==> src/fstp_pkg.sv <==
`timescale 1ns / 1ps
package fstp_pkg;

   localparam int DW = 32;
   localparam logic signed [DW-1:0] VMAX = {1'b0, {(DW-1){1'b1}}};
   localparam logic signed [DW-1:0] VMIN = {1'b1, {(DW-1){1'b0}}};

   // register indexes
   localparam logic [1:0] REG_KP = 2'd0;
   localparam logic [1:0] REG_KI = 2'd1;
   localparam logic [1:0] REG_KD = 2'd2;

   // datapath commands
   typedef enum logic [2:0] {
      CMD_NONE, CMD_LOAD, CMD_FUZZ, CMD_GAIN, CMD_MUL, CMD_DONE
   } cmd_type;

   typedef struct packed {
      cmd_type    cmd;
      logic [1:0] sel;   // which gain / product term
   } ctl_type;

   typedef struct packed {
      logic fuzz_done;   // last rule row being scanned
      logic mul_done;
   } sts_type;

   // set breakpoints in units of the given scale, rows a,b,c
   function automatic logic signed [19:0] set_pt(input logic [1:0] tab,
                                                  input logic [2:0] s,
                                                  input logic [1:0] k);
      logic signed [19:0] u [7][3];
      logic signed [19:0] p [7][3];
      logic signed [19:0] q [7][3];
      begin
         u = '{'{-20'sd196608, -20'sd65536, 20'sd0},
               '{-20'sd196608, -20'sd131072, 20'sd0},
               '{-20'sd196608, -20'sd65536, 20'sd65536},
               '{-20'sd131072, 20'sd0, 20'sd131072},
               '{-20'sd65536, 20'sd65536, 20'sd196608},
               '{20'sd0, 20'sd131072, 20'sd196608},
               '{20'sd65536, 20'sd196608, 20'sd0}};
         p = '{'{-20'sd19661, -20'sd6554, 20'sd0},
               '{-20'sd19661, -20'sd13107, 20'sd0},
               '{-20'sd19661, -20'sd6554, 20'sd6554},
               '{-20'sd13107, 20'sd0, 20'sd13107},
               '{-20'sd6554, 20'sd6554, 20'sd19661},
               '{20'sd0, 20'sd13107, 20'sd19661},
               '{20'sd6554, 20'sd19661, 20'sd0}};
         q = '{'{-20'sd3932, -20'sd1311, 20'sd0},
               '{-20'sd3932, -20'sd2621, 20'sd0},
               '{-20'sd3932, -20'sd1311, 20'sd1311},
               '{-20'sd2621, 20'sd0, 20'sd2621},
               '{-20'sd1311, 20'sd1311, 20'sd3932},
               '{20'sd0, 20'sd2621, 20'sd3932},
               '{20'sd1311, 20'sd3932, 20'sd0}};
         case (tab)
            2'd0:    set_pt = p[s][k];
            2'd1:    set_pt = q[s][k];
            default: set_pt = u[s][k];
         endcase
      end
   endfunction

   function automatic logic [2:0] rule(input logic [1:0] tab, input logic [2:0] i,
                                       input logic [2:0] j);
      logic [2:0] kp [7][7];
      logic [2:0] ki [7][7];
      logic [2:0] kd [7][7];
      begin
         kp = '{'{6,6,5,5,4,3,3},'{6,6,5,4,4,3,3},'{5,5,5,4,3,2,2},'{5,5,4,3,2,1,1},
                '{4,4,3,2,2,1,1},'{4,3,2,1,1,1,0},'{3,3,1,1,1,0,0}};
         ki = '{'{0,0,1,1,2,3,3},'{0,0,1,2,2,3,3},'{0,1,2,2,3,4,4},'{1,1,2,3,4,5,5},
                '{1,2,3,4,4,5,6},'{3,3,4,4,5,6,6},'{3,3,4,5,5,6,6}};
         kd = '{'{4,2,0,0,0,1,4},'{4,2,0,1,1,2,3},'{3,2,1,1,2,2,3},'{3,2,2,2,2,2,3},
                '{3,3,3,3,3,3,3},'{6,2,4,4,4,4,6},'{6,5,5,5,4,4,6}};
         case (tab)
            2'd0:    rule = kp[i][j];
            2'd1:    rule = ki[i][j];
            default: rule = kd[i][j];
         endcase
      end
   endfunction

   // membership of x in a unit set; slopes are 1 or 1/2 so quotients are shifts
   function automatic logic [16:0] member(input logic signed [33:0] x,
                                          input logic [2:0] s);
      logic signed [33:0] a, b, c;
      logic signed [33:0] d;
      begin
         a = 34'(set_pt(2'd2, s, 2'd0));
         b = 34'(set_pt(2'd2, s, 2'd1));
         c = 34'(set_pt(2'd2, s, 2'd2));
         member = '0;
         if (s == 3'd0) begin
            if (x <= a) member = 17'd65536;
            else if (x <= b) begin
               d = b - x;
               member = 17'(d >>> 1);
            end
         end else if (s == 3'd6) begin
            if (x >= b) member = 17'd65536;
            else if (x > a) begin
               d = x - a;
               member = 17'(d >>> 1);
            end
         end else begin
            if (x > a && x <= b) begin
               d = x - a;
               member = (b - a == 34'sd65536) ? 17'(d) : 17'(d >>> 1);
            end else if (x > b && x <= c) begin
               d = c - x;
               member = (c - b == 34'sd65536) ? 17'(d) : 17'(d >>> 1);
            end
         end
      end
   endfunction

endpackage

==> src/fstp_ctrl.sv <==
`timescale 1ns / 1ps
module fstp_ctrl
   import fstp_pkg::*;
(
   input  logic    clock,
   input  logic    reset,
   input  logic    req_tvalid,
   output logic    req_tready,
   output logic    rsp_tvalid,
   input  logic    rsp_tready,
   output ctl_type ctl,
   input  sts_type sts
);

   typedef enum logic [2:0] {S_IDLE, S_FUZZ, S_GAIN, S_MUL, S_OUT} state_type;

   state_type  state_ff, state_in;
   logic [1:0] sel_ff, sel_in;
   logic       rv_ff, rv_in;

   // sequencer
   always_comb begin
      state_in = state_ff;
      sel_in   = sel_ff;
      rv_in    = rv_ff;
      ctl      = '{cmd: CMD_NONE, sel: sel_ff};
      if (rv_ff && rsp_tready) rv_in = 1'b0;
      case (state_ff)
         S_IDLE: if (req_tvalid) begin
            ctl.cmd  = CMD_LOAD;
            state_in = S_FUZZ;
         end
         S_FUZZ: begin
            ctl.cmd  = CMD_FUZZ;
            sel_in   = '0;
            if (sts.fuzz_done) state_in = S_GAIN;
         end
         S_GAIN: begin
            ctl.cmd = CMD_GAIN;
            if (sel_ff == REG_KD) begin
               sel_in   = '0;
               state_in = S_MUL;
            end else sel_in = sel_ff + 2'd1;
         end
         S_MUL: begin
            ctl.cmd = CMD_MUL;
            if (sts.mul_done) begin
               if (sel_ff == REG_KD) state_in = S_OUT;
               else sel_in = sel_ff + 2'd1;
            end
         end
         S_OUT: if (!rv_ff || rsp_tready) begin
            ctl.cmd  = CMD_DONE;
            rv_in    = 1'b1;
            state_in = S_IDLE;
         end
         default: state_in = S_IDLE;
      endcase
   end

   always_ff @(posedge clock) begin
      if (reset) begin
         state_ff <= S_IDLE;
         sel_ff   <= '0;
         rv_ff    <= 1'b0;
      end else begin
         state_ff <= state_in;
         sel_ff   <= sel_in;
         rv_ff    <= rv_in;
      end
   end

   assign req_tready = (state_ff == S_IDLE);
   assign rsp_tvalid = rv_ff;

   a_busy: assert property (@(posedge clock) disable iff (reset)
      (state_ff != S_IDLE) |-> !req_tready) else $error("ready while busy");
   a_out: assert property (@(posedge clock) disable iff (reset)
      (ctl.cmd == CMD_DONE) |=> rsp_tvalid) else $error("result lost");
   a_gain: assert property (@(posedge clock) disable iff (reset)
      (state_ff == S_FUZZ && sts.fuzz_done) |=> (state_ff == S_GAIN && sel_ff == 2'd0))
      else $error("bad gain start");

endmodule

==> config.mk <==
export PLATFORM = sky130hd
export DESIGN_NAME = fstp_ctrl
export DESIGN_NICKNAME = d
export VERILOG_FILES = /design/src/fstp_pkg.sv /design/src/fstp_ctrl.sv
export SDC_FILE = /design/constraint.sdc
export NUM_CORES = 1
export LEC_CHECK = 0
export ABC_AREA = 1
export BUFFER_PORTS_ARGS = -buffer_cell sky130_fd_sc_hd__clkbuf_2
export CORE_AREA = 8 8 45 47
export DETAILED_ROUTE_END_ITERATION = 10
export DIE_AREA = 0 0 53 55
export PLACE_DENSITY = 0.59
export SLEW_MARGIN = 20
export SYNTH_ARGS = -nofsm -noshare
export SYNTH_HDL_FRONTEND = slang
export SYNTH_SLANG_ARGS = --single-unit
==> constraint.sdc <==
create_clock -name clock -period 1.25 [get_ports clock]
set_clock_uncertainty 0.1 [all_clocks]
set_input_delay 0.25 -clock clock [delete_from_list [all_inputs] [get_ports clock]]
set_output_delay 0.25 -clock clock [all_outputs]
set_load 0.01 [all_outputs]
==> flow_metrics.env, run 1 <==
export IMPL_worstRegToRegCells=9
export IMPL_cellPowerDensity_nw_per_um2=2460
export IMPL_final_nets=118
export IMPL_clk_latency_ps=250
export IMPL_power_leakage_nw=0.401
export IMPL_drc=0
export IMPL_startpoint_type="flip-flop"
export IMPL_ys_types=17
export IMPL_finalCriticalPeriod_ps=1430
export IMPL_viasPerCell=4.78
export IMPL_fillers=127
export IMPL_final_layout_size_suffix_gt1_share_pct=63.6
export IMPL_cts_tree="yes"
export IMPL_cap_violations=0
export IMPL_portBuffers=12
export IMPL_fmax_mhz=698
export IMPL_crit_type="flip-flop to primary output"
export IMPL_async_flop_share_pct=0
export IMPL_r2r_end="state_ff[1]$_SDFFE_PP0P_"
export IMPL_initial_core_util_pct=33.3
export IMPL_cts_buffers=3
export IMPL_antenna_found_initial=0
export IMPL_multi_input_area_um2=385
export IMPL_ys_flop_type="dfxtp_1"
export IMPL_ys_top_cells_by_count="nand2_1 (19), nor2_1 (14), inv_1 (8), dfxtp_1 (6), nand3_1 (6)"
export IMPL_startpoint="state_ff[1]$_SDFFE_PP0P_"
export IMPL_cpPeakStageDelay_ps=370
export IMPL_root_buffer="clkbuf_4"
export IMPL_final_max_slew_viol_count=0
export IMPL_ctsHtreeMaxLevel=1
export IMPL_avgSynthCellArea_um2=6.31
export IMPL_maxSlewHeadroom_pct=86.2
export IMPL_wire_per_inst_um=13.0
export IMPL_drtPass1Iterations=4
export IMPL_synthCells=73
export IMPL_path_buf_inv=2
export IMPL_endpoint="ctl[2]"
export IMPL_yosysMostFrequentCell="nand2_1"
export IMPL_reg2reg_from="state_ff[2]$_SDFFE_PP0P_"
export IMPL_design_area_um2=828
export IMPL_fin_crit_sh_pct=115
export IMPL_grt_pass1_wl_um=2410
export IMPL_yosysTopAreaCell="dfxtp_1"
export IMPL_fp_dieH_um=55
export IMPL_drtAntennaViolNets=0
export IMPL_dieArea_um2=2920
export IMPL_hold_class="input port to flip-flop"
export IMPL_ys_seq_elements=6
export IMPL_max_slew_worst_pin_slew_ps=207
export IMPL_violations="negative setup slack"
export IMPL_cp_end_kind="primary output"
export IMPL_regArea_um2=134
export IMPL_place_area_um2=598
export IMPL_rsz0062_at_grt="yes"
export IMPL_n_antenna_cell=0
export IMPL_place_congestion=0.726
export IMPL_whs_ps=84.1
export IMPL_clkTransAtPathRegs_ps=50
export IMPL_fin_ws_ps=-183
export IMPL_track_usage_pct=11.2
export IMPL_drt_iter0_drc=7
export IMPL_crit_path_top_delay_cell="dfxtp_4"
export IMPL_worst_path_stages=4
export IMPL_syn_area_um2=460
export IMPL_netlist_top_cells_area="dfxtp_1 (26%), nand2_1 (15%), nor2_1 (11%)"
export IMPL_dp_hpwl_um=904
export IMPL_crit_family="flip-flops"
export IMPL_hold_viol_final=0
export IMPL_ir_drop_mv=1.07
export IMPL_cts_buffer_depth=2
export IMPL_yosys_warnings=0
export IMPL_seq_area_frac_synth_pct=26.1
export IMPL_status="finished, violations left"
export IMPL_pin_count=13
export IMPL_rows=14
export IMPL_vias=588
export IMPL_finish_utilization_pct=59.9
export IMPL_required_ps=900
export IMPL_clock_sinks=6
export IMPL_crit_fanout=5
export IMPL_syn_to_final_growth_pct=79.9
export IMPL_arrival_ps=1080
export IMPL_synth_top_cell_area_share_pct=26.1
export IMPL_grt_pass1_vias=568
export IMPL_synth_edf_count=0
export IMPL_setup_violations=7
export IMPL_core_um2=1380
export IMPL_routed_wl_um=1610
export IMPL_grt_max_degree=8
export IMPL_die_w_um=53
export IMPL_cts_hold_buf=0
export IMPL_path_cells="buf_6, nor2_4, o21ai_1, buf_2"
export IMPL_synth_nets=82
export IMPL_overflow=0
export IMPL_r2r_slack_ps=-150
==> cell type report <==
type / instances / area share, %
Multi-Input combinational cell: 55 / 46.5
Clock buffer: 3 / 2.72
Inverter: 10 / 4.53
Sequential cell: 6 / 16.2
Tap cell: 16 / 2.42
Timing Repair Buffer: 33 / 27.6
==> sequential cells by signal, indices dropped and copies added (netlist names) <==
signal,cells
rsp_tvalid,1
sel_ff,2
state_ff,3
==> cells in the final DEF (no fill, tap or decap), drive strengths merged <==
cell type	netlist	layout
buf	2	25
ha	3	3
dfxtp	6	6
nand3	7	7
o211ai	1	1
o21ai	2	2
a21oi	3	3
nor2	17	17
nand3b	2	2
clkbuf	0	11
nand2	20	20
inv	10	10
==> metal layers <==
layer	track usage (%)	wire length (µm)	part of all wire [%]	vias to the layer above
met5	0	0	0	-
met4	2.16	14	0.87	0
met2	22.1	897	56	17
li1	-	-	-	300
met3	5.88	131	8.2	2
met1	9.88	561	35	269
==> power by group <==
part / internal [W] / leakage, nW / total, W / switching [W]
Combinational: 0.000718 / 0.335 / 0.00146 / 0.000743
Clock: 0.000109 / 0.0138 / 0.000191 / 0.0000819
Sequential: 0.000282 / 0.0521 / 0.000386 / 0.000105
Total: 0.00111 / 0.401 / 0.00204 / 0.000929
==> cell families after synthesis <==
family                   synth area share, %
AO/OA/AOI/OAI                           8.15
flip-flops                              26.1
AND/OR/NAND/NOR                         45.4
buffers and inverters                   12.2
adder cells (fa/ha/maj)                 8.15
==> repair_timing <==
item,CTS,global route
pin swaps,8,15
setup endpoints to repair,8,9
hold endpoints to repair,0,0
resized for setup,19,22
cloned,0,0
buffers inserted,10,3
==> worst min path at each step <==
stage,startpoint,to,slack [ps],cells past startpoint
after floorplan,reset,rsp_tvalid$_SDFF_PP0_,220,1
after global placement,reset,rsp_tvalid$_SDFF_PP0_,350,2
after detailed placement,reset,rsp_tvalid$_SDFF_PP0_,350,2
after CTS,reset,rsp_tvalid$_SDFF_PP0_,80,2
after global routing,reset,state_ff[2]$_SDFFE_PP0P_,90,2
final,reset,state_ff[2]$_SDFFE_PP0P_,80,2
==> stage by stage <==
step           setup TNS [ps]  setup slack [ps]  cells  total power (W)
6_report                -1030              -183    123          0.00204
3_3_place_gp             -195             -48.2    109          0.00136
2_1_floorplan               0              6.39     73         0.000976
3_5_place_dp             -173             -51.2    109          0.00135
4_1_cts                  -940              -185    121          0.00182
5_1_grt                 -1470              -242    123          0.00223
Note: power is estimated with default switching activity, not from simulation.
==> run 2, diff against run 1 <==
Settings changed: ABC_AREA 1 to not set, PLACE_DENSITY 0.59 to 0.58.
==> run 2 against run 1 <==
Compared with the run above:
- the flow still finishes with violations (negative setup slack)
- global-route usage down 1.5 points
- fmax is 4.4% lower
- area after synthesis down 3.3%
- via count fell by 15%
- combinational power down 84%
- clock power is 9% higher
- total power decreased by 69%
- sequential power down 46%
- critical path depth is the same
- worst setup slack got worse by 66 ps
- clock-buffer cell count grew 1
==> flow_metrics.env, run 2 <==
export IMPL_status="finished, violations left"
export IMPL_violations="negative setup slack"
export IMPL_avgSynthCellArea_um2=8.57
export IMPL_synth_top_cell_area_share_pct=27.0
export IMPL_hold_class="input port to flip-flop"
export IMPL_crit_fanout=7
export IMPL_root_buffer="clkbuf_4"
export IMPL_cts_buffer_depth=2
export IMPL_yosysTopAreaCell="dfxtp_1"
export IMPL_fin_ws_ps=-249
export IMPL_required_ps=900
export IMPL_cts_buffers=3
export IMPL_place_area_um2=647
export IMPL_netlist_top_cells_area="dfxtp_1 (27%), ha_1 (8.4%), buf_6 (5.1%)"
export IMPL_dieArea_um2=2920
export IMPL_die_w_um=53
export IMPL_mostFrequentLayoutCells="buf_4 (15), clkbuf_2 (8), buf_6 (6)"
export IMPL_antenna_found_initial=0
export IMPL_routed_wl_um=1340
export IMPL_synth_xor_area_share_pct=1.97
export IMPL_finalCriticalPeriod_ps=1500
export IMPL_core_um2=1380
export IMPL_hold_depth=2
export IMPL_grt_max_degree=10
export IMPL_arrival_ps=1150
export IMPL_cp_end_kind="primary output"
export IMPL_track_usage_pct=9.73
export IMPL_synth_area_mux_share_pct=7.02
export IMPL_cts_hold_buf=0
export IMPL_clk_latency_ps=260
export IMPL_clock_sinks=6
export IMPL_synth_simple_area_share_pct=25.0
export IMPL_layout_commonest_cell="buf_4"
export IMPL_final_max_slew_viol_count=0
export IMPL_initial_core_util_pct=32.2
export IMPL_design_area_um2=800
export IMPL_place_congestion=0.847
export IMPL_syn_to_final_growth_pct=79.5
export IMPL_rows=14
export IMPL_synth_compound_area_share_pct=20.2
export IMPL_fmax_mhz=667
export IMPL_ys_types=27
export IMPL_fin_crit_sh_pct=120
export IMPL_vias=501
export IMPL_fp_dieH_um=55
export IMPL_comb_power_share_pct=35.4
export IMPL_final_layout_size_suffix_gt1_share_pct=71.4
export IMPL_ys_seq_elements=6
export IMPL_synthCells=52
export IMPL_rsz0062_at_grt="yes"
export IMPL_p_sw_w=0.000200
export IMPL_hold_viol_final=0
export IMPL_cts_tree="yes"
export IMPL_syn_area_um2=445
export IMPL_cap_violations=0
export IMPL_overflow=0
export IMPL_crit_type="flip-flop to primary output"
export IMPL_finish_utilization_pct=57.8
export IMPL_power_leakage_nw=0.336
export IMPL_grt_pass1_vias=492
export IMPL_cellPowerDensity_nw_per_um2=803
export IMPL_final_nets=94
export IMPL_seq_area_frac_synth_pct=27.0
export IMPL_drtPass1Iterations=3
export IMPL_n_antenna_cell=0
export IMPL_synth_nets=61
export IMPL_synth_adder_area_share_pct=8.43
export IMPL_yosysMostFrequentCell="dfxtp_1"
export IMPL_portBuffers=12
export IMPL_ys_top_cells_by_count="dfxtp_1 (6), a21oi_1 (4), inv_1 (4), nor2_1 (4), nor3_1 (4)"
export IMPL_share_seq_of_total_power_pct=32.2
export IMPL_stdcell_count=100
export IMPL_startpoint_type="flip-flop"
export IMPL_viasPerCell=5.01
export IMPL_cellInternalPower_w=0.000442
export IMPL_pin_count=13
export IMPL_swShare_pct=31.1
export IMPL_finalSetupTns_ps=-938
export IMPL_dpl_worst_slack_ps=-150
export IMPL_clkTransAtPathRegs_ps=60
export IMPL_drt_iter0_drc=3
export IMPL_ir_drop_mv=0.469
export IMPL_max_slew_worst_pin_slew_ps=172
export IMPL_drtAntennaViolNets=0
export IMPL_worstRegToRegCells=5
export IMPL_grt_pass1_wl_um=2040
export IMPL_largest_reg_flops=3
export IMPL_yosys_warnings=0
export IMPL_wire_per_inst_um=13.4
export IMPL_dp_hpwl_um=898
export IMPL_top_register="state_ff"
export IMPL_async_flop_share_pct=0
export IMPL_ctsHtreeMaxLevel=1
export IMPL_maxSlewHeadroom_pct=88.2
export IMPL_setup_violations=6
export IMPL_synth_top_family_by_area="simple AND/OR/NAND/NOR gates"
export IMPL_drc=0
export IMPL_power_share_clock_pct=32.4
export IMPL_synth_edf_count=0
export IMPL_place_inst=91
export IMPL_ys_flop_type="dfxtp_1"
## run 2: cell families after synthesis
| group | count (synthesis) |
|---|---|
| DFF | 6 |
| xor gates and xnor gates | 1 |
| buffers and inverters | 8 |
| muxes | 3 |
| adders and majority gates | 3 |
| AOI/OAI and AO/OA | 11 |
| and+or+nand+nor | 20 |
## run 2: what timing repair did
action                                  in CTS  in global routing
buffers inserted                             4                  1
endpoints found under the setup margin       7                  8
gates resized for setup                     16                 14
pin swaps                                    2                  2
## run 2: final cells by class
| type | count | area, µm² |
|---|---|---|
| clock buffer | 4 | 26.3 |
| sequential | 6 | 140 |
| inverter | 4 | 17.5 |
| timing repair buffer | 32 | 235 |
| fill | 115 | 584 |
| tap | 16 | 20.0 |
| multi-input combinational | 38 | 360 |
## run 2: final timing paths
kind,from,endpoint,slack (ps)
hold reg to reg,state_ff[2]$_SDFFE_PP0P_,state_ff[1]$_SDFFE_PP0P_,490
setup / recovery,state_ff[1]$_SDFFE_PP0P_,ctl[2],-250
hold / removal,reset,state_ff[0]$_SDFFE_PP0P_,170
setup reg to reg,sel_ff[0]$_SDFFE_PP0P_,sel_ff[1]$_SDFFE_PP0P_,-120
## run 2: power by group through the flow
stage | logic [W] | clock network [W] | registers [W]
after floorplan | 0.000108 | 0 | 0.000216
after global placement | 0.000177 | 0 | 0.000217
after detailed placement | 0.000181 | 0 | 0.000217
after CTS | 0.000209 | 0.000216 | 0.000205
after global routing | 0.000245 | 0.000235 | 0.000208
final | 0.000227 | 0.000208 | 0.000207
## run 2: worst max-delay path, cell delays in order, from the launching register on
cell and delay (ps):
dfxtp_4 360, buf_4 140, nor3_2 200, nor3_2 60, buf_2 140
## run 2: routing by layer
metal  GRT usage (%)  routed length, µm  part of all wire, %  up-vias
li1                -                  -                    -      249
met1            9.42                541                   40      242
met2            16.6                731                   54        6
met3            4.28                 41                  3.1        4
met4            6.47                 27                  2.0        0
met5               0                  0                    0        -
## run 2: stage by stage
stage,hold WS [ps],total power (W)
detailed placement,448,0.000397
finish,168,0.000642
floorplan,369,0.000324
CTS,159,0.000630
global route,165,0.000688
global placement,433,0.000394
==> run 3, diff against run 2 <==
Settings changed: CELL_PAD_IN_SITES_DETAIL_PLACEMENT set to 1, CELL_PAD_IN_SITES_GLOBAL_PLACEMENT set to 2, CORE_AREA 8 8 45 47 to not set, CORE_MARGIN set to 8, CORE_UTILIZATION set to 24, DIE_AREA 0 0 53 55 to not set, PLACE_DENSITY 0.58 to 0.69.
==> run 3 against run 2 <==
Compared with the run above:
- fmax up 4.0%
- utilization down 11 points
- via count down 2.0%
- the flow still finishes with violations (negative setup slack)
- critical path depth down 1
- total power down 0.98%
- largest cell class unchanged
- routed wire length up 10%
- sequential power about the same
- clock power down 4%
- sequential share of layout area down 0.40 points
- die area up 20%
- highest routed layer unchanged
- non-clock buffer count up 1
==> flow_metrics.env, run 3 (same netlist as run 2, synthesis figures left out) <==
export IMPL_share_seq_of_total_power_pct=32.8
export IMPL_dp_hpwl_um=1020
export IMPL_syn_to_final_growth_pct=83.7
export IMPL_cts_hold_buf=0
export IMPL_met1_length_um=675
export IMPL_routed_wl_um=1480
export IMPL_fin_ws_ps=-192
export IMPL_clock_sinks=6
export IMPL_ir_drop_mv=0.407
export IMPL_r2r_slack_ps=-140
export IMPL_core_um2=1750
export IMPL_top_layer="met4"
export IMPL_drc=0
export IMPL_dr_wl_met3_um=14
export IMPL_r2r_end="sel_ff[1]$_SDFFE_PP0P_"
export IMPL_track_usage_pct=9.36
export IMPL_cellPowerDensity_nw_per_um2=777
export IMPL_viasPerCell=4.46
export IMPL_grt_max_degree=10
export IMPL_whs_ps=211
export IMPL_violations="negative setup slack"
export IMPL_cts_buffers=3
export IMPL_crit_fanout=8
export IMPL_power_leakage_nw=0.344
export IMPL_mostFrequentLayoutCells="buf_4 (16), clkbuf_2 (9), buf_6 (5), dfxtp_4 (5), nor2_1 (4)"
export IMPL_initial_core_util_pct=25.5
export IMPL_arrival_ps=1090
export IMPL_die_w_um=59.1
export IMPL_portBuffers=12
export IMPL_maxSlewHeadroom_pct=87.9
export IMPL_final_max_slew_viol_count=0
export IMPL_vias=491
export IMPL_final_layout_size_suffix_gt1_share_pct=69.4
export IMPL_dieArea_um2=3490
export IMPL_top_register="state_ff"
export IMPL_startpoint_type="flip-flop"
export IMPL_largest_reg_flops=3
export IMPL_finalCriticalPeriod_ps=1440
export IMPL_required_ps=900
export IMPL_grt_pass1_wl_um=2510
export IMPL_layout_commonest_cell="buf_4"
export IMPL_cap_violations=0
export IMPL_reg2reg_from="state_ff[1]$_SDFFE_PP0P_"
export IMPL_min_from="reset"
export IMPL_comb_power_share_pct=35.7
export IMPL_rsz0062_at_grt="yes"
export IMPL_wl_met2_um=775
export IMPL_clkTransAtPathRegs_ps=50
export IMPL_crit_type="flip-flop to primary output"
export IMPL_final_nets=95
export IMPL_fin_crit_sh_pct=115
export IMPL_clk_latency_ps=250
export IMPL_status="finished, violations left"
export IMPL_cellInternalPower_w=0.000443
export IMPL_ctsHtreeMaxLevel=1
export IMPL_antenna_found_initial=0
export IMPL_drtPass1Iterations=4
export IMPL_cp_end_kind="primary output"
export IMPL_fp_dieH_um=59.1
export IMPL_drtAntennaViolNets=0
export IMPL_finalSetupTns_ps=-884
export IMPL_power_share_clock_pct=31.5
export IMPL_hold_viol_final=0
export IMPL_hold_class="input port to flip-flop"
export IMPL_cts_buffer_depth=2
export IMPL_n_antenna_cell=0
export IMPL_wire_per_inst_um=13.4
export IMPL_overflow=0
export IMPL_setup_violations=7
export IMPL_fmax_mhz=693
export IMPL_p_sw_w=0.000193
export IMPL_rows=15
export IMPL_worstHoldEndpoint="rsp_tvalid$_SDFF_PP0_"
export IMPL_pin_count=13
export IMPL_drt_iter0_drc=6
export IMPL_worstRegToRegCells=4
export IMPL_place_congestion=0.723
export IMPL_grt_pass1_vias=551
export IMPL_swShare_pct=30.4
export IMPL_hold_depth=2
export IMPL_max_slew_worst_pin_slew_ps=177
export IMPL_root_buffer="clkbuf_4"
export IMPL_cts_tree="yes"
## run 3: worst max-delay path by stage
stage / end / cells after the start / start / slack [ps]
5_1_grt: ctl[4] / 3 / state_ff[1]$_SDFFE_PP0P_ / -280
2_1_floorplan: sel_ff[1]$_SDFFE_PP0P_ / 5 / sel_ff[0]$_SDFFE_PP0P_ / -120
4_1_cts: ctl[3] / 4 / state_ff[0]$_SDFFE_PP0P_ / -190
3_5_place_dp: sel_ff[1]$_SDFFE_PP0P_ / 5 / sel_ff[1]$_SDFFE_PP0P_ / -130
3_3_place_gp: sel_ff[1]$_SDFFE_PP0P_ / 5 / sel_ff[1]$_SDFFE_PP0P_ / -140
6_report: ctl[4] / 3 / state_ff[1]$_SDFFE_PP0P_ / -190
## run 3: what timing repair did
action	4_1_cts	5_1_grt
pin swaps	6	3
setup buffers	7	0
setup endpoints to repair	8	8
resized for setup	21	7
## run 3: metrics by stage
stage | std cells | power, W | cell area [µm²] | setup slack, ps | utilization (%)
after global routing | 110 | 0.000679 | 818 | -276 | 46.9
after detailed placement | 99 | 0.000396 | 651 | -129 | 37.3
after floorplan | 52 | 0.000324 | 485 | -123 | -
final | 110 | 0.000636 | 818 | -192 | 46.9
after CTS | 110 | 0.000641 | 802 | -195 | 45.9
after global placement | 99 | 0.000394 | 651 | -139 | 37.3
## run 3: per-layer routing
layer	vias to the layer above	GRT usage [%]
li1	247	-
met1	236	11.1
met2	6	15.4
met3	2	1.95
met4	0	4.78
met5	-	0
## run 3: area by class of cell
class	count	area, µm²
Clock buffer	4	26.3
Inverter	4	17.5
Timing Repair Buffer	33	236
Sequential cell	6	140
Tap cell	25	31.3
Fill cell	219	927
Multi-Input combinational cell	38	367
## run 3: worst max-delay path, stage by stage, from the launching register on
cell,delay [ps]
dfxtp_4,370
nor2b_2,160
a32o_1,190
clkbuf_2,120
## run 3: power groups by stage
| stage | clock network [W] | registers, W | logic (W) |
|---|---|---|---|
| after floorplan | 0 | 0.000216 | 0.000108 |
| final | 0.000200 | 0.000209 | 0.000227 |
| after global placement | 0 | 0.000218 | 0.000176 |
| after global routing | 0.000220 | 0.000209 | 0.000249 |
| after CTS | 0.000208 | 0.000209 | 0.000223 |
| after detailed placement | 0 | 0.000218 | 0.000178 |
